### config.mk
export PLATFORM = sky130hd
export DESIGN_NAME = reply_line_assembler_classifier
export DESIGN_NICKNAME = d
export VERILOG_FILES = /design/src/hw/rtl/rlac_pkg.sv /design/src/hw/rtl/rlac_datapath.sv /design/src/hw/rtl/rlac_ctrl.sv /design/src/hw/rtl/reply_line_assembler_classifier.sv
export VERILOG_INCLUDE_DIRS = /design/src /design/src/hw/rtl
export SDC_FILE = /design/constraint.sdc
export NUM_CORES = 1
export LEC_CHECK = 0
export BUFFER_PORTS_ARGS = -buffer_cell sky130_fd_sc_hd__buf_2
export CAP_MARGIN = 20
export CORE_ASPECT_RATIO = 1.1
export CORE_UTILIZATION = 45
export DETAILED_ROUTE_END_ITERATION = 12
export PLACE_DENSITY_LB_ADDON = 0.15
export SYNTH_ARGS = -nofsm -noshare
export SYNTH_HDL_FRONTEND = slang
export SYNTH_SLANG_ARGS = --single-unit
### constraint.sdc
create_clock -name clk_i -period 6 [get_ports clk_i]
set_clock_uncertainty 0.2 [all_clocks]
set_input_delay 1.2 -clock clk_i [delete_from_list [all_inputs] [get_ports clk_i]]
set_output_delay 1.2 -clock clk_i [all_outputs]
set_load 0.03 [all_outputs]
### src/hw/rtl/reply_line_assembler_classifier_defines.svh
// Assertion macros shared by the reply line assembler RTL.
// Included by the top level; depends on nothing else.
`ifndef REPLY_LINE_ASSEMBLER_CLASSIFIER_DEFINES_SVH
`define REPLY_LINE_ASSEMBLER_CLASSIFIER_DEFINES_SVH

// Assert an implication on the rising clock edge, off during reset.
`define RLAC_ASSERT(label, clk, rst_n, prop, msg) \
  label: assert property (@(posedge clk) disable iff (!rst_n) prop) else $error(msg);

// Assert a condition that must hold at every rising clock edge.
`define RLAC_ALWAYS(label, clk, rst_n, cond, msg) \
  label: assert property (@(posedge clk) disable iff (!rst_n) (cond)) else $error(msg);

`endif

### src/hw/rtl/rlac_pkg.sv
// Shared types and constants of the reply line assembler and classifier.
// No dependencies.
`default_nettype none
package rlac_pkg;
  localparam int unsigned LineBytes = 96;
  localparam int unsigned AddrW = $clog2(LineBytes);
  localparam int unsigned FillW = $clog2(LineBytes + 1);

  localparam logic [1:0] VerdictNone   = 2'd0;
  localparam logic [1:0] VerdictAccept = 2'd1;
  localparam logic [1:0] VerdictReject = 2'd2;

  localparam logic [10:0] ThresholdReset = 11'd750;

  // Commands from controller to datapath.
  typedef struct packed {
    logic store;       // write byte and bump fill
    logic drop;        // clear fill before store
    logic scan_start;  // clear scan state, latch line end info
    logic scan_step;   // process one byte at scan pointer
    logic rd_issue;    // present read address
    logic finish;      // evaluate and load result register
    logic bracket;
  } rlac_cmd_t;

  typedef struct packed {
    logic scan_last;   // scan pointer reached the end
    logic fill_zero;
    logic fill_full;
  } rlac_sts_t;

  function automatic logic [7:0] fold(input logic [7:0] c);
    fold = (c >= 8'h41 && c <= 8'h5a) ? c + 8'h20 : c;
  endfunction
endpackage
`default_nettype wire

### src/hw/rtl/rlac_datapath.sv
// Line buffer, byte-serial scanner with keyword matchers and score parser.
// Depends on rlac_pkg.
`default_nettype none
module rlac_datapath import rlac_pkg::*; (
  input  logic                  clk_i,
  input  logic                  rst_ni,
  input  rlac_cmd_t             cmd_i,
  output rlac_sts_t             sts_o,
  input  logic [7:0]            rx_byte_i,
  input  logic [10:0]           pass_threshold_i,
  output logic [1:0]            verdict_o,
  output logic                  decided_by_score_o,
  output logic                  score_found_o,
  output logic [10:0]           score_milli_o,
  output logic [6:0]            line_length_o,
  output logic                  closed_by_bracket_o
);
  // Parser phases for keyed and comma forms.
  typedef enum logic [2:0] {PhGap1, PhSep, PhGap2, PhInt, PhFrac, PhDone} ph_e;

  logic [7:0] mem_q [LineBytes];
  logic [7:0] rd_q;
  logic [FillW-1:0] fill_q, fill_d, len_q, ptr_q;
  logic [7:0] wbyte;

  assign wbyte = (rx_byte_i < 8'h20 && rx_byte_i != 8'h09) ? 8'h3f : rx_byte_i;
  assign fill_d = cmd_i.drop ? '0 : fill_q;

  always_ff @(posedge clk_i) begin
    if (cmd_i.store) mem_q[fill_d[AddrW-1:0]] <= wbyte;
    if (cmd_i.rd_issue) rd_q <= mem_q[ptr_q[AddrW-1:0]];
  end

  // A closing bracket stores and starts the scan together; the line is done.
  always_ff @(posedge clk_i or negedge rst_ni) begin
    if (!rst_ni) begin
      fill_q <= '0;
    end else if (cmd_i.scan_start) begin
      fill_q <= '0;
    end else if (cmd_i.store) begin
      fill_q <= fill_d + 1'b1;
    end
  end

  assign sts_o.fill_zero = (fill_q == '0);
  assign sts_o.fill_full = (fill_q >= FillW'(LineBytes - 1));
  assign sts_o.scan_last = (ptr_q >= len_q);

  // Keyword shift history: last 6 folded bytes.
  logic [7:0] h_q [6];
  logic [7:0] c;
  logic kw_pass_q, kw_succ_q, kw_ok_q, kw_allow_q;
  logic kw_fail_q, kw_deny_q, kw_err_q, kw_tmo_q;
  logic keyed_q, key_hit;
  logic [FillW-1:0] key_pos_q, comma_pos_q;
  logic comma_q;
  assign c = fold(rd_q);
  assign key_hit = {h_q[3], h_q[2], h_q[1], h_q[0], c} == "score";

  // Second pass state: parse from start position.
  logic pass2_q;
  ph_e ph_q;
  logic fail_q, digit_q;
  logic [9:0] ip_q;
  logic [9:0] fp_q;
  logic [1:0] nfrac_q;
  logic [FillW-1:0] start_pos;
  logic is_dig, is_gap;
  logic [3:0] dv;
  assign start_pos = keyed_q ? key_pos_q : comma_pos_q;
  assign is_dig = rd_q >= 8'h30 && rd_q <= 8'h39;
  assign is_gap = rd_q == 8'h20 || rd_q == 8'h09;
  assign dv = 4'(rd_q - 8'h30);

  logic [FillW-1:0] ptr_next;
  always_comb begin
    ptr_next = ptr_q + 1'b1;
  end

  logic [7:0] byte_in;
  assign byte_in = rd_q;

  always_ff @(posedge clk_i or negedge rst_ni) begin
    if (!rst_ni) begin
      ptr_q <= '0; len_q <= '0; pass2_q <= 1'b0;
    end else if (cmd_i.scan_start) begin
      ptr_q <= '0; len_q <= fill_d + FillW'(cmd_i.store); pass2_q <= 1'b0;
    end else if (cmd_i.scan_step) begin
      if (!pass2_q && ptr_q + 1'b1 >= len_q) begin
        pass2_q <= 1'b1;
        ptr_q <= keyed_q || key_hit ? (key_hit && !keyed_q ? ptr_q + 1'b1 : key_pos_q)
                 : (rd_q == 8'h2c ? ptr_q + 1'b1 : comma_pos_q);
      end else begin
        ptr_q <= ptr_next;
      end
    end
  end

  always_ff @(posedge clk_i) begin
    if (cmd_i.scan_start) begin
      for (int k = 0; k < 6; k++) h_q[k] <= 8'h00;
      {kw_pass_q, kw_succ_q, kw_ok_q, kw_allow_q} <= '0;
      {kw_fail_q, kw_deny_q, kw_err_q, kw_tmo_q} <= '0;
      keyed_q <= 1'b0; comma_q <= 1'b0;
      key_pos_q <= '0; comma_pos_q <= '0;
      ph_q <= PhGap1; fail_q <= 1'b0; digit_q <= 1'b0;
      ip_q <= '0; fp_q <= '0; nfrac_q <= '0;
    end else if (cmd_i.scan_step && !pass2_q) begin
      for (int k = 5; k > 0; k--) h_q[k] <= h_q[k-1];
      h_q[0] <= c;
      if ({h_q[2], h_q[1], h_q[0], c} == "pass") kw_pass_q <= 1'b1;
      if ({h_q[5], h_q[4], h_q[3], h_q[2], h_q[1], h_q[0], c} == "success")
        kw_succ_q <= 1'b1;
      if ({h_q[0], c} == "ok") kw_ok_q <= 1'b1;
      if ({h_q[3], h_q[2], h_q[1], h_q[0], c} == "allow") kw_allow_q <= 1'b1;
      if ({h_q[2], h_q[1], h_q[0], c} == "fail") kw_fail_q <= 1'b1;
      if ({h_q[2], h_q[1], h_q[0], c} == "deny") kw_deny_q <= 1'b1;
      if ({h_q[3], h_q[2], h_q[1], h_q[0], c} == "error") kw_err_q <= 1'b1;
      if ({h_q[5], h_q[4], h_q[3], h_q[2], h_q[1], h_q[0], c} == "timeout")
        kw_tmo_q <= 1'b1;
      if (key_hit && !keyed_q) begin
        keyed_q <= 1'b1; key_pos_q <= ptr_q + 1'b1;
      end
      if (rd_q == 8'h2c) begin
        comma_q <= 1'b1; comma_pos_q <= ptr_q + 1'b1;
      end
      // Keyed form with no following byte parses an end mark.
      if (ptr_q + 1'b1 >= len_q) begin
        if (keyed_q || key_hit) ph_q <= PhGap1;
        else if (!(comma_q || rd_q == 8'h2c)) begin
          ph_q <= PhDone; fail_q <= 1'b1;
        end
      end
    end else if (cmd_i.scan_step && pass2_q && ph_q != PhDone) begin
      unique case (ph_q)
        PhGap1: if (!is_gap) begin
          if (keyed_q) begin
            if (byte_in == 8'h3d || byte_in == 8'h3a) ph_q <= PhGap2;
            else begin ph_q <= PhDone; fail_q <= 1'b1; end
          end else begin
            ph_q <= PhInt;
            // reprocess as integer phase below
            if (is_dig) begin
              digit_q <= 1'b1;
              if (ip_q < 10'd100) ip_q <= 10'(ip_q * 4'd10 + dv);
            end else if (byte_in == 8'h2e) ph_q <= PhFrac;
            else ph_q <= PhDone;
          end
        end
        PhSep: ph_q <= PhDone;
        PhGap2: if (!is_gap) begin
          if (is_dig) begin
            ph_q <= PhInt; digit_q <= 1'b1;
            ip_q <= 10'(dv);
          end else if (byte_in == 8'h2e) ph_q <= PhFrac;
          else ph_q <= PhDone;
        end
        PhInt: begin
          if (is_dig) begin
            digit_q <= 1'b1;
            if (ip_q < 10'd100) ip_q <= 10'(ip_q * 4'd10 + dv);
          end else if (byte_in == 8'h2e) ph_q <= PhFrac;
          else ph_q <= PhDone;
        end
        PhFrac: begin
          if (is_dig) begin
            if (nfrac_q < 2'd3) begin
              fp_q <= 10'(fp_q * 4'd10 + dv);
              nfrac_q <= nfrac_q + 1'b1; digit_q <= 1'b1;
            end
          end else ph_q <= PhDone;
        end
        default: ph_q <= PhDone;
      endcase
    end
  end

  // Scale fraction by remaining power of ten.
  logic [10:0] frac_ms, score_c;
  logic found_c;
  always_comb begin
    case (nfrac_q)
      2'd0: frac_ms = '0;
      2'd1: frac_ms = 11'(fp_q * 7'd100);
      2'd2: frac_ms = 11'(fp_q * 4'd10);
      default: frac_ms = 11'(fp_q);
    endcase
    found_c = !fail_q && digit_q && ip_q <= 10'd1;
    score_c = found_c ? (ip_q[0] ? 11'd1000 : 11'd0) + frac_ms : 11'd0;
  end

  always_ff @(posedge clk_i) begin
    if (cmd_i.finish) begin
      score_found_o <= found_c;
      score_milli_o <= score_c;
      line_length_o <= 7'(len_q);
      closed_by_bracket_o <= cmd_i.bracket;
      decided_by_score_o <= 1'b0;
      if (found_c && score_c >= pass_threshold_i) begin
        verdict_o <= VerdictAccept; decided_by_score_o <= 1'b1;
      end else if (kw_pass_q || kw_succ_q || kw_ok_q || kw_allow_q)
        verdict_o <= VerdictAccept;
      else if (kw_fail_q || kw_deny_q || kw_err_q || kw_tmo_q)
        verdict_o <= VerdictReject;
      else verdict_o <= VerdictNone;
    end
  end
endmodule
`default_nettype wire

### src/hw/rtl/rlac_ctrl.sv
// Controller: byte intake, two-pass line scan sequencing, result handshake.
// Depends on rlac_pkg.
`default_nettype none
module rlac_ctrl import rlac_pkg::*; (
  input  logic      clk_i,
  input  logic      rst_ni,
  input  logic      in_valid_i,
  output logic      in_stall_o,
  input  logic [7:0] rx_byte_i,
  output logic      out_valid_o,
  input  logic      out_stall_i,
  output rlac_cmd_t cmd_o,
  input  rlac_sts_t sts_i
);
  typedef enum logic [4:0] {
    StIdle = 5'b00001, StRead = 5'b00010, StStep = 5'b00100,
    StEval = 5'b01000, StOut = 5'b10000
  } state_e;

  state_e state_q, state_d;
  logic br_q, br_d, ovalid_q, ovalid_d;
  logic acc, is_eol, is_br;

  assign in_stall_o = (state_q != StIdle);
  assign acc = in_valid_i && !in_stall_o;
  assign is_eol = rx_byte_i == 8'h0d || rx_byte_i == 8'h0a;
  assign is_br = rx_byte_i == 8'h5d;
  assign out_valid_o = ovalid_q;

  always_comb begin
    state_d = state_q; br_d = br_q; ovalid_d = ovalid_q;
    cmd_o = '0;
    cmd_o.bracket = br_q;
    if (ovalid_q && !out_stall_i) ovalid_d = 1'b0;
    unique case (state_q)
      StIdle: if (acc) begin
        if (!is_eol) begin
          cmd_o.store = 1'b1;
          cmd_o.drop = sts_i.fill_full;
        end
        if ((is_eol && !sts_i.fill_zero) || is_br) begin
          cmd_o.scan_start = 1'b1; br_d = is_br; state_d = StRead;
        end
      end
      StRead: begin cmd_o.rd_issue = 1'b1; state_d = StStep; end
      StStep: begin
        if (sts_i.scan_last) state_d = StEval;
        else begin cmd_o.scan_step = 1'b1; state_d = StRead; end
      end
      // Hold until the previous result has left the output register.
      StEval: if (!ovalid_q) begin cmd_o.finish = 1'b1; state_d = StOut; end
      StOut: if (!ovalid_q) begin ovalid_d = 1'b1; state_d = StIdle; end
      default: state_d = StIdle;
    endcase
  end

  always_ff @(posedge clk_i or negedge rst_ni) begin
    if (!rst_ni) begin
      state_q <= StIdle; br_q <= 1'b0; ovalid_q <= 1'b0;
    end else begin
      state_q <= state_d; br_q <= br_d; ovalid_q <= ovalid_d;
    end
  end
endmodule
`default_nettype wire

### src/hw/rtl/reply_line_assembler_classifier.sv
// Reply line assembler and classifier. Buffers one byte per item and, at
// line end, scans the stored line once for keywords, then parses the score
// from its start point. The scan reads the single-port line buffer one byte
// at a time, alternating a read state and a step state. Input is stalled
// during a scan, and a finished line waits while an earlier result is still
// held.
`default_nettype none
`include "reply_line_assembler_classifier_defines.svh"
module reply_line_assembler_classifier import rlac_pkg::*; (
  input  logic        clk_i,
  input  logic        rst_ni,
  input  logic        cfg_we_i,
  input  logic [10:0] cfg_wdata_i,
  input  logic        in_valid_i,
  output logic        in_stall_o,
  input  logic [7:0]  rx_byte_i,
  output logic        out_valid_o,
  input  logic        out_stall_i,
  output logic [1:0]  verdict_o,
  output logic        decided_by_score_o,
  output logic        score_found_o,
  output logic [10:0] score_milli_o,
  output logic [6:0]  line_length_o,
  output logic        closed_by_bracket_o
);
  logic [10:0] thr_q;
  rlac_cmd_t cmd;
  rlac_sts_t sts;

  always_ff @(posedge clk_i or negedge rst_ni) begin
    if (!rst_ni) thr_q <= ThresholdReset;
    else if (cfg_we_i) thr_q <= cfg_wdata_i;
  end

  rlac_ctrl u_ctrl (
    .clk_i, .rst_ni, .in_valid_i, .in_stall_o, .rx_byte_i,
    .out_valid_o, .out_stall_i, .cmd_o(cmd), .sts_i(sts)
  );

  rlac_datapath u_dp (
    .clk_i, .rst_ni, .cmd_i(cmd), .sts_o(sts), .rx_byte_i,
    .pass_threshold_i(thr_q), .verdict_o, .decided_by_score_o,
    .score_found_o, .score_milli_o, .line_length_o, .closed_by_bracket_o
  );

  `RLAC_ASSERT(a_out_hold, clk_i, rst_ni,
    (out_valid_o && out_stall_i) |=> (out_valid_o && $stable(verdict_o) &&
    $stable(score_milli_o) && $stable(line_length_o)), "result changed while stalled")
  `RLAC_ALWAYS(a_verdict_code, clk_i, rst_ni,
    !out_valid_o || verdict_o <= VerdictReject, "bad verdict")
  `RLAC_ASSERT(a_by_score, clk_i, rst_ni,
    (out_valid_o && decided_by_score_o) |-> (score_found_o && verdict_o == VerdictAccept),
    "score decision inconsistent")
endmodule
`default_nettype wire

; Word level (Yosys, flattened, before mapping)
; Memories as Yosys holds them, arrays and structs flattened. A register that Yosys moved wholly into a read port is not among the register bits.
; Index checks and enable logic that the tools add are counted.
[totals]
regBits = 114
ramBits = 816
in_bits = 24
out_inout_bits = 25
word_cells = 266
n_memories = 2
[mem_list]
columns = name, depth, width, rd, rd_ports_with_merged_regs, wr, line_no
row1 = u_dp.mem_q, 96, 8, 1, 1, 1, rlac_datapath.sv:21  ; logic [7:0] mem_q [LineBytes];
row2 = u_dp.h_q, 6, 8, 6, 0, 6, rlac_datapath.sv:50  ; logic [7:0] h_q [6];
[op_classes]
addsub = 9
n_mul = 4
magnitude_cmp = 12
n_eq_ne = 51
muxes = 87
bitwise = 7
n_reduce_logical = 62
[op_table]
columns = operator, n
row1 = $eq 40x39->1 const B, 3
row2 = $eq 56x55->1 const B, 2
row3 = $eq 32x31->1 const B, 3
row4 = $mux 10, 7
row5 = $mux 8, 8
row6 = $mux 7, 9
row7 = $mux 3, 14
row8 = $eq 8x6->1 const B, 5
row9 = $mux 1, 36
row10 = $pmux 11 s3, 1
row11 = $pmux 10 s3, 1
row12 = $pmux 5 s5, 1
row13 = $eq 8x4->1 const B, 3
row14 = $reduce_and 2->1, 11
row15 = $add 10x4->10, 2
row16 = $mul 10x3->9 const B, 2
row17 = $mux 5, 4
row18 = $ne 2x2->1 const B, 9
row19 = $ne 3x3->1 const B, 6
row20 = $eq 16x15->1 const B, 1
row21 = $reduce_and 8->1, 2
row22 = $add 7x1->7 const B, 2
row23 = $ge 7x7->1, 2
row24 = $logic_and 1x1->1, 14
row25 = other kinds (50), 84

; Longest topological paths before layout
[depth]
depth_word = 11
mapped_depth = 19
depth_no_buf = 19

; Modules after synthesis
; A second synthesis with hierarchy kept.
[hier_totals]
cells_unflattened = 2438
area_unflattened_um2 = 40333.7
[by_module_without_submodules]
columns = module, n_inst, cells_each, area_per_inst_um2, seq_area_each_um2
row1 = rlac_datapath, 1, 2367, 39382.8, 27005.9
row2 = rlac_ctrl, 1, 48, 494.2, 176.4
row3 = reply_line_assembler_classifier, 1, 23, 456.7, 284.0

; Worst setup path before layout
; OpenSTA, ideal clock, no wires.
[synth_path]
path_type = register to register
start = register u_dp.fp_q[1]
end = register u_dp.verdict_o[1] (data pin)
setup_time_ns = 0.255
arrival_time_ns = 3.818
required_time_ns = 5.545
slack_ns = 1.727
path_stages_with_launch = 19
n_path_buf = 0
period_less_slack_ns = 4.273
cell_sequence = dfxtp_1 ha_1 ha_1 ha_1 fa_1 a221oi_1 a21oi_1 ha_1 a21o_1 a31oi_1 xor2_1 nor2_1 ha_1 o2111ai_1 nor2_1 o21ai_0 nand2_1 a41oi_1 and3_1
[synth_via]
elab_chain_len = 7
word_cells_on_any_way = 8
classes_between = add/sub: 1 / mul: 2 / order compare: 1 / mux: 2 / reduce/logical: 2
[synth_lines]
columns = element, line_no
row1 = from (decl), rlac_datapath.sv:65  ; logic [9:0] fp_q;
row2 = from (signal assigned), rlac_datapath.sv:168  ; fp_q <= 10'(fp_q * 4'd10 + dv);
row3 = $mul 10x3->10 / $mul 10x5->9 (equally long branches), "rlac_datapath.sv:185, rlac_datapath.sv:184"
row4 = $pmux 11 s3 (*), rlac_datapath.sv:182  ; case (nfrac_q)
row5 = $add 11x11->11 (*), rlac_datapath.sv:189  ; score_c = found_c ? (ip_q[0] ? 11'd1000 : 11'd0) + frac_ms : 11'd0;
row6 = $mux 11 (*), rlac_datapath.sv:189
row7 = via u_dp.score_c[8], rlac_datapath.sv:179  ; logic [10:0] frac_ms, score_c;
row8 = $ge 11x11->1 (*), rlac_datapath.sv:199  ; if (found_c && score_c >= pass_threshold_i) begin
row9 = $logic_and 1x1->1 (*), rlac_datapath.sv:199
row10 = $reduce_or 2->1 (no source line) (*), --
row11 = to (signal assigned), rlac_datapath.sv:202  ; verdict_o <= VerdictAccept;
row12 = to (signal assigned), rlac_datapath.sv:204  ; verdict_o <= VerdictReject;
row13 = to (signal assigned), rlac_datapath.sv:205  ; else verdict_o <= VerdictNone;
row14 = to (decl), rlac_datapath.sv:11  ; output logic [1:0] verdict_o,
; Mark *: on every way through the listed nets, which the timed path passes. The rest lies on a longest branch.
; A chain may end at the register's enable or synchronous reset.

; Worst setup path after layout
[layout_path]
start = register u_dp.fp_q[1]
end = register u_dp.verdict_o[0] (data pin)
; Same word-level chain as after synthesis.

==> results.tsv <==
metric	value	unit
grtUsageTotal	21.1	%
vias	21600	
worst-path-max-fanout	9	
portBuffers	48	
final_area	44500	um^2
placed_cell_area	41400	um^2
worst_slew_pin_slew	1.04	ns
fillers	7179	
cap_violations	0	
final_common_cell	edfxtp_1	
path_clk_slew	0.07	ns
syn_to_final_growth	11.6	%
worstSetupPathType	reg -> reg	
core	87700	um^2
drc	0	
drt_wl_total	93.5	mm
seq_area	27500	um^2
postCtsSetupBuffers	0	
hold_path_class	reg -> reg	
synth-edff-count	847	
die_w	286	um
met2_length	46.3	mm
period_share	81.0	%
rows	114	
pin_count	49	
drive_gt1_share	19.1	%
synth.distinct_cells	82	
finalSetupViolCount	0	
cp-end-kind	register	
die_h	314	um
dieArea	89700	um^2
initial_core_util	45.4	%
grt.overflow.total	0	
grt_max_degree	102	
utilization	50.7	%
cts_sinks	938	
yosys_warnings	0	
multi_input_area	11700	um^2
wl_met1	39.1	mm
num_antenna_cells	0	
p_per_area	361	nW/um^2
ctsResizeCount	0	
final.setup.tns	0	ns
dp_hpwl	59.0	mm
reg2regPathDepth	17	
power.leakage	0.0146	uW
syn_area	39800	um^2
timing.rr.start	u_dp.fp_q[1]	
dp_cells	3524	
firstDrtPassIters	6	
final_cell_mix	847 x edfxtp_1, 200 x mux4_2, 178 x nor2_1	
wl_met3	4.97	mm
gp_congestion	0.846	
hold_viol	0	
fin_cells	3701	
min_to	u_dp.kw_succ_q	
cp.arrival	5.05	ns
ff2ff_setup_slack	1.14	ns
cp-start-kind	register	
htreeDepth	3	
cts_tree	yes	
postSynth.asyncResetShare	4.26	%
route.top_layer_used	met4	
seq_area_frac_synth	69.0	%
synth_ff_type	edfxtp_1	
critPathRequiredTime	6.19	ns
ant_nets	0	
holdWs	0.246	ns
clk_latency	0.66	ns
min_from	u_dp.kw_succ_q	
status	finished, final reports clean	
final_nets	2579	
ir_drop	0.216	mV
fmax	0.206	GHz
cts_buffers	96	
grt_pass1_wl	141	mm
postCtsHoldBufs	0	
antenna_found_initial	0	
syn_avg_cell_area	16.6	um^2
yosys_register_bits	938	
viasPerCell	5.84	
root_buffer	clkbuf_16	
rsz0062_at_grt	no	
cts_buffer_depth	3	
r2r-end	u_dp.verdict_o[0]	
fin_crit	4.86	ns
slew_viol_final	0	
first_iter_violations	1846	
grt_pass1_vias	22100	
relSlewSlack	30.6	%
routedWlPerCell	25.3	um
synthCells	2394	
min_path_cells	2	
## layer usage
layer | global-route usage (%) | vias to the layer above
li1 | - | 9605
met1 | 27.9 | 11200
met2 | 35.1 | 670
met3 | 3.21 | 155
met4 | 8.20 | 0
met5 | 0 | -
## power by group
part           leakage, uW  switching, uW  total, uW  internal (uW)
clock              0.00149           2510       5800           3280
sequential         0.00840            211       7570           7360
combinational      0.00467           1520       2660           1150
## worst max path at each step
| stage | start | end | cells after the start | slack, ns |
|---|---|---|---|---|
| after global routing | u_dp.fp_q[1] | u_dp.verdict_o[1] | 18 | 0.74 |
| after floorplan | u_dp.fp_q[1] | u_dp.verdict_o[1] | 18 | 1.73 |
| final | u_dp.fp_q[1] | u_dp.verdict_o[0] | 17 | 1.14 |
| after global placement | u_dp.fp_q[1] | u_dp.verdict_o[0] | 17 | 1.10 |
| after detailed placement | u_dp.fp_q[1] | u_dp.verdict_o[0] | 17 | 1.11 |
| after CTS | u_dp.fp_q[1] | u_dp.verdict_o[0] | 17 | 1.08 |
## registers in the layout (all words and copies together) (netlist names), 2 cells and up
| register | flops |
|---|---|
| u_dp.mem_q | 768 |
| u_dp.h_q | 48 |
| thr_q | 11 |
| u_dp.score_milli_o | 11 |
| u_dp.fp_q | 10 |
| u_dp.ip_q | 10 |
| u_dp.byte_in | 8 |
| u_dp.comma_pos_q | 7 |
| u_dp.fill_q | 7 |
| u_dp.key_pos_q | 7 |
| u_dp.len_q | 7 |
| u_dp.line_length_o | 7 |
| u_dp.ptr_q | 7 |
| u_ctrl.state_q | 5 |
| u_dp.ph_q | 3 |
| u_dp.nfrac_q | 2 |
| u_dp.verdict_o | 2 |
## critical path, cell delays in order, from the launching register on
cell and delay (ns):
dfxtp_1 0.52, ha_1 0.30, ha_1 0.28, ha_1 0.31, fa_1 0.43, a221oi_1 0.28, a21oi_1 0.07, ha_1 0.36
a21o_1 0.17, a31oi_1 0.22, nand3b_1 0.17, a211o_1 0.12, nor3b_1 0.25, ha_1 0.33, nand2_1 0.08, a21oi_1 0.06
a41oi_1 0.37, nand2_1 0.09
## synthesized netlist by cell type (21+ instances only)
cell type  number  area, um^2
nor3_1         30         150
o21ai_0        74         370
dfxtp_1        51        1020
and2_1         54         338
nor2_1        178         668
dfrtp_1        32         801
o22ai_1        28         175
inv_1          56         210
nand3_1        55         275
mux2i_1        35         350
buf_2          40         200
nand2_1        90         338
mux4_2        200        4500
edfxtp_1      847       25400
nor2b_1        22         138
clkbuf_1       65         244
nand2b_1       21         131
a22oi_1        50         375
a21oi_1        65         325
ha_1           85        1060
xnor2_1        36         315
## cell type report
cell class,instances,area share (%)
clock inverters,63,1.24
repair buffers,88,1.33
inverters,56,0.473
well taps,1160,3.26
clock buffers,113,5.59
flip-flops and latches,938,61.8
multi-input cells,1283,26.3
## through the flow
stage	total power [uW]	setup WS (ns)
2_1_floorplan	9630	1.73
3_5_place_dp	10400	1.11
6_report	16000	1.14
4_1_cts	16200	1.08
5_1_grt	16700	0.740
3_3_place_gp	10400	1.10
## kinds of logic after synthesis
| group | share of synthesized area (%) |
|---|---|
| AO/OA/AOI/OAI | 5.15 |
| adder cells (fa/ha/maj) | 3.02 |
| XOR/XNOR | 1.06 |
| flip-flops | 69.0 |
| buffers and inverters | 1.89 |
| multiplexers | 12.3 |
| other | 0.00942 |
| AND/OR/NAND/NOR | 7.63 |
No activity file was read; power rests on OpenSTA's default activity.
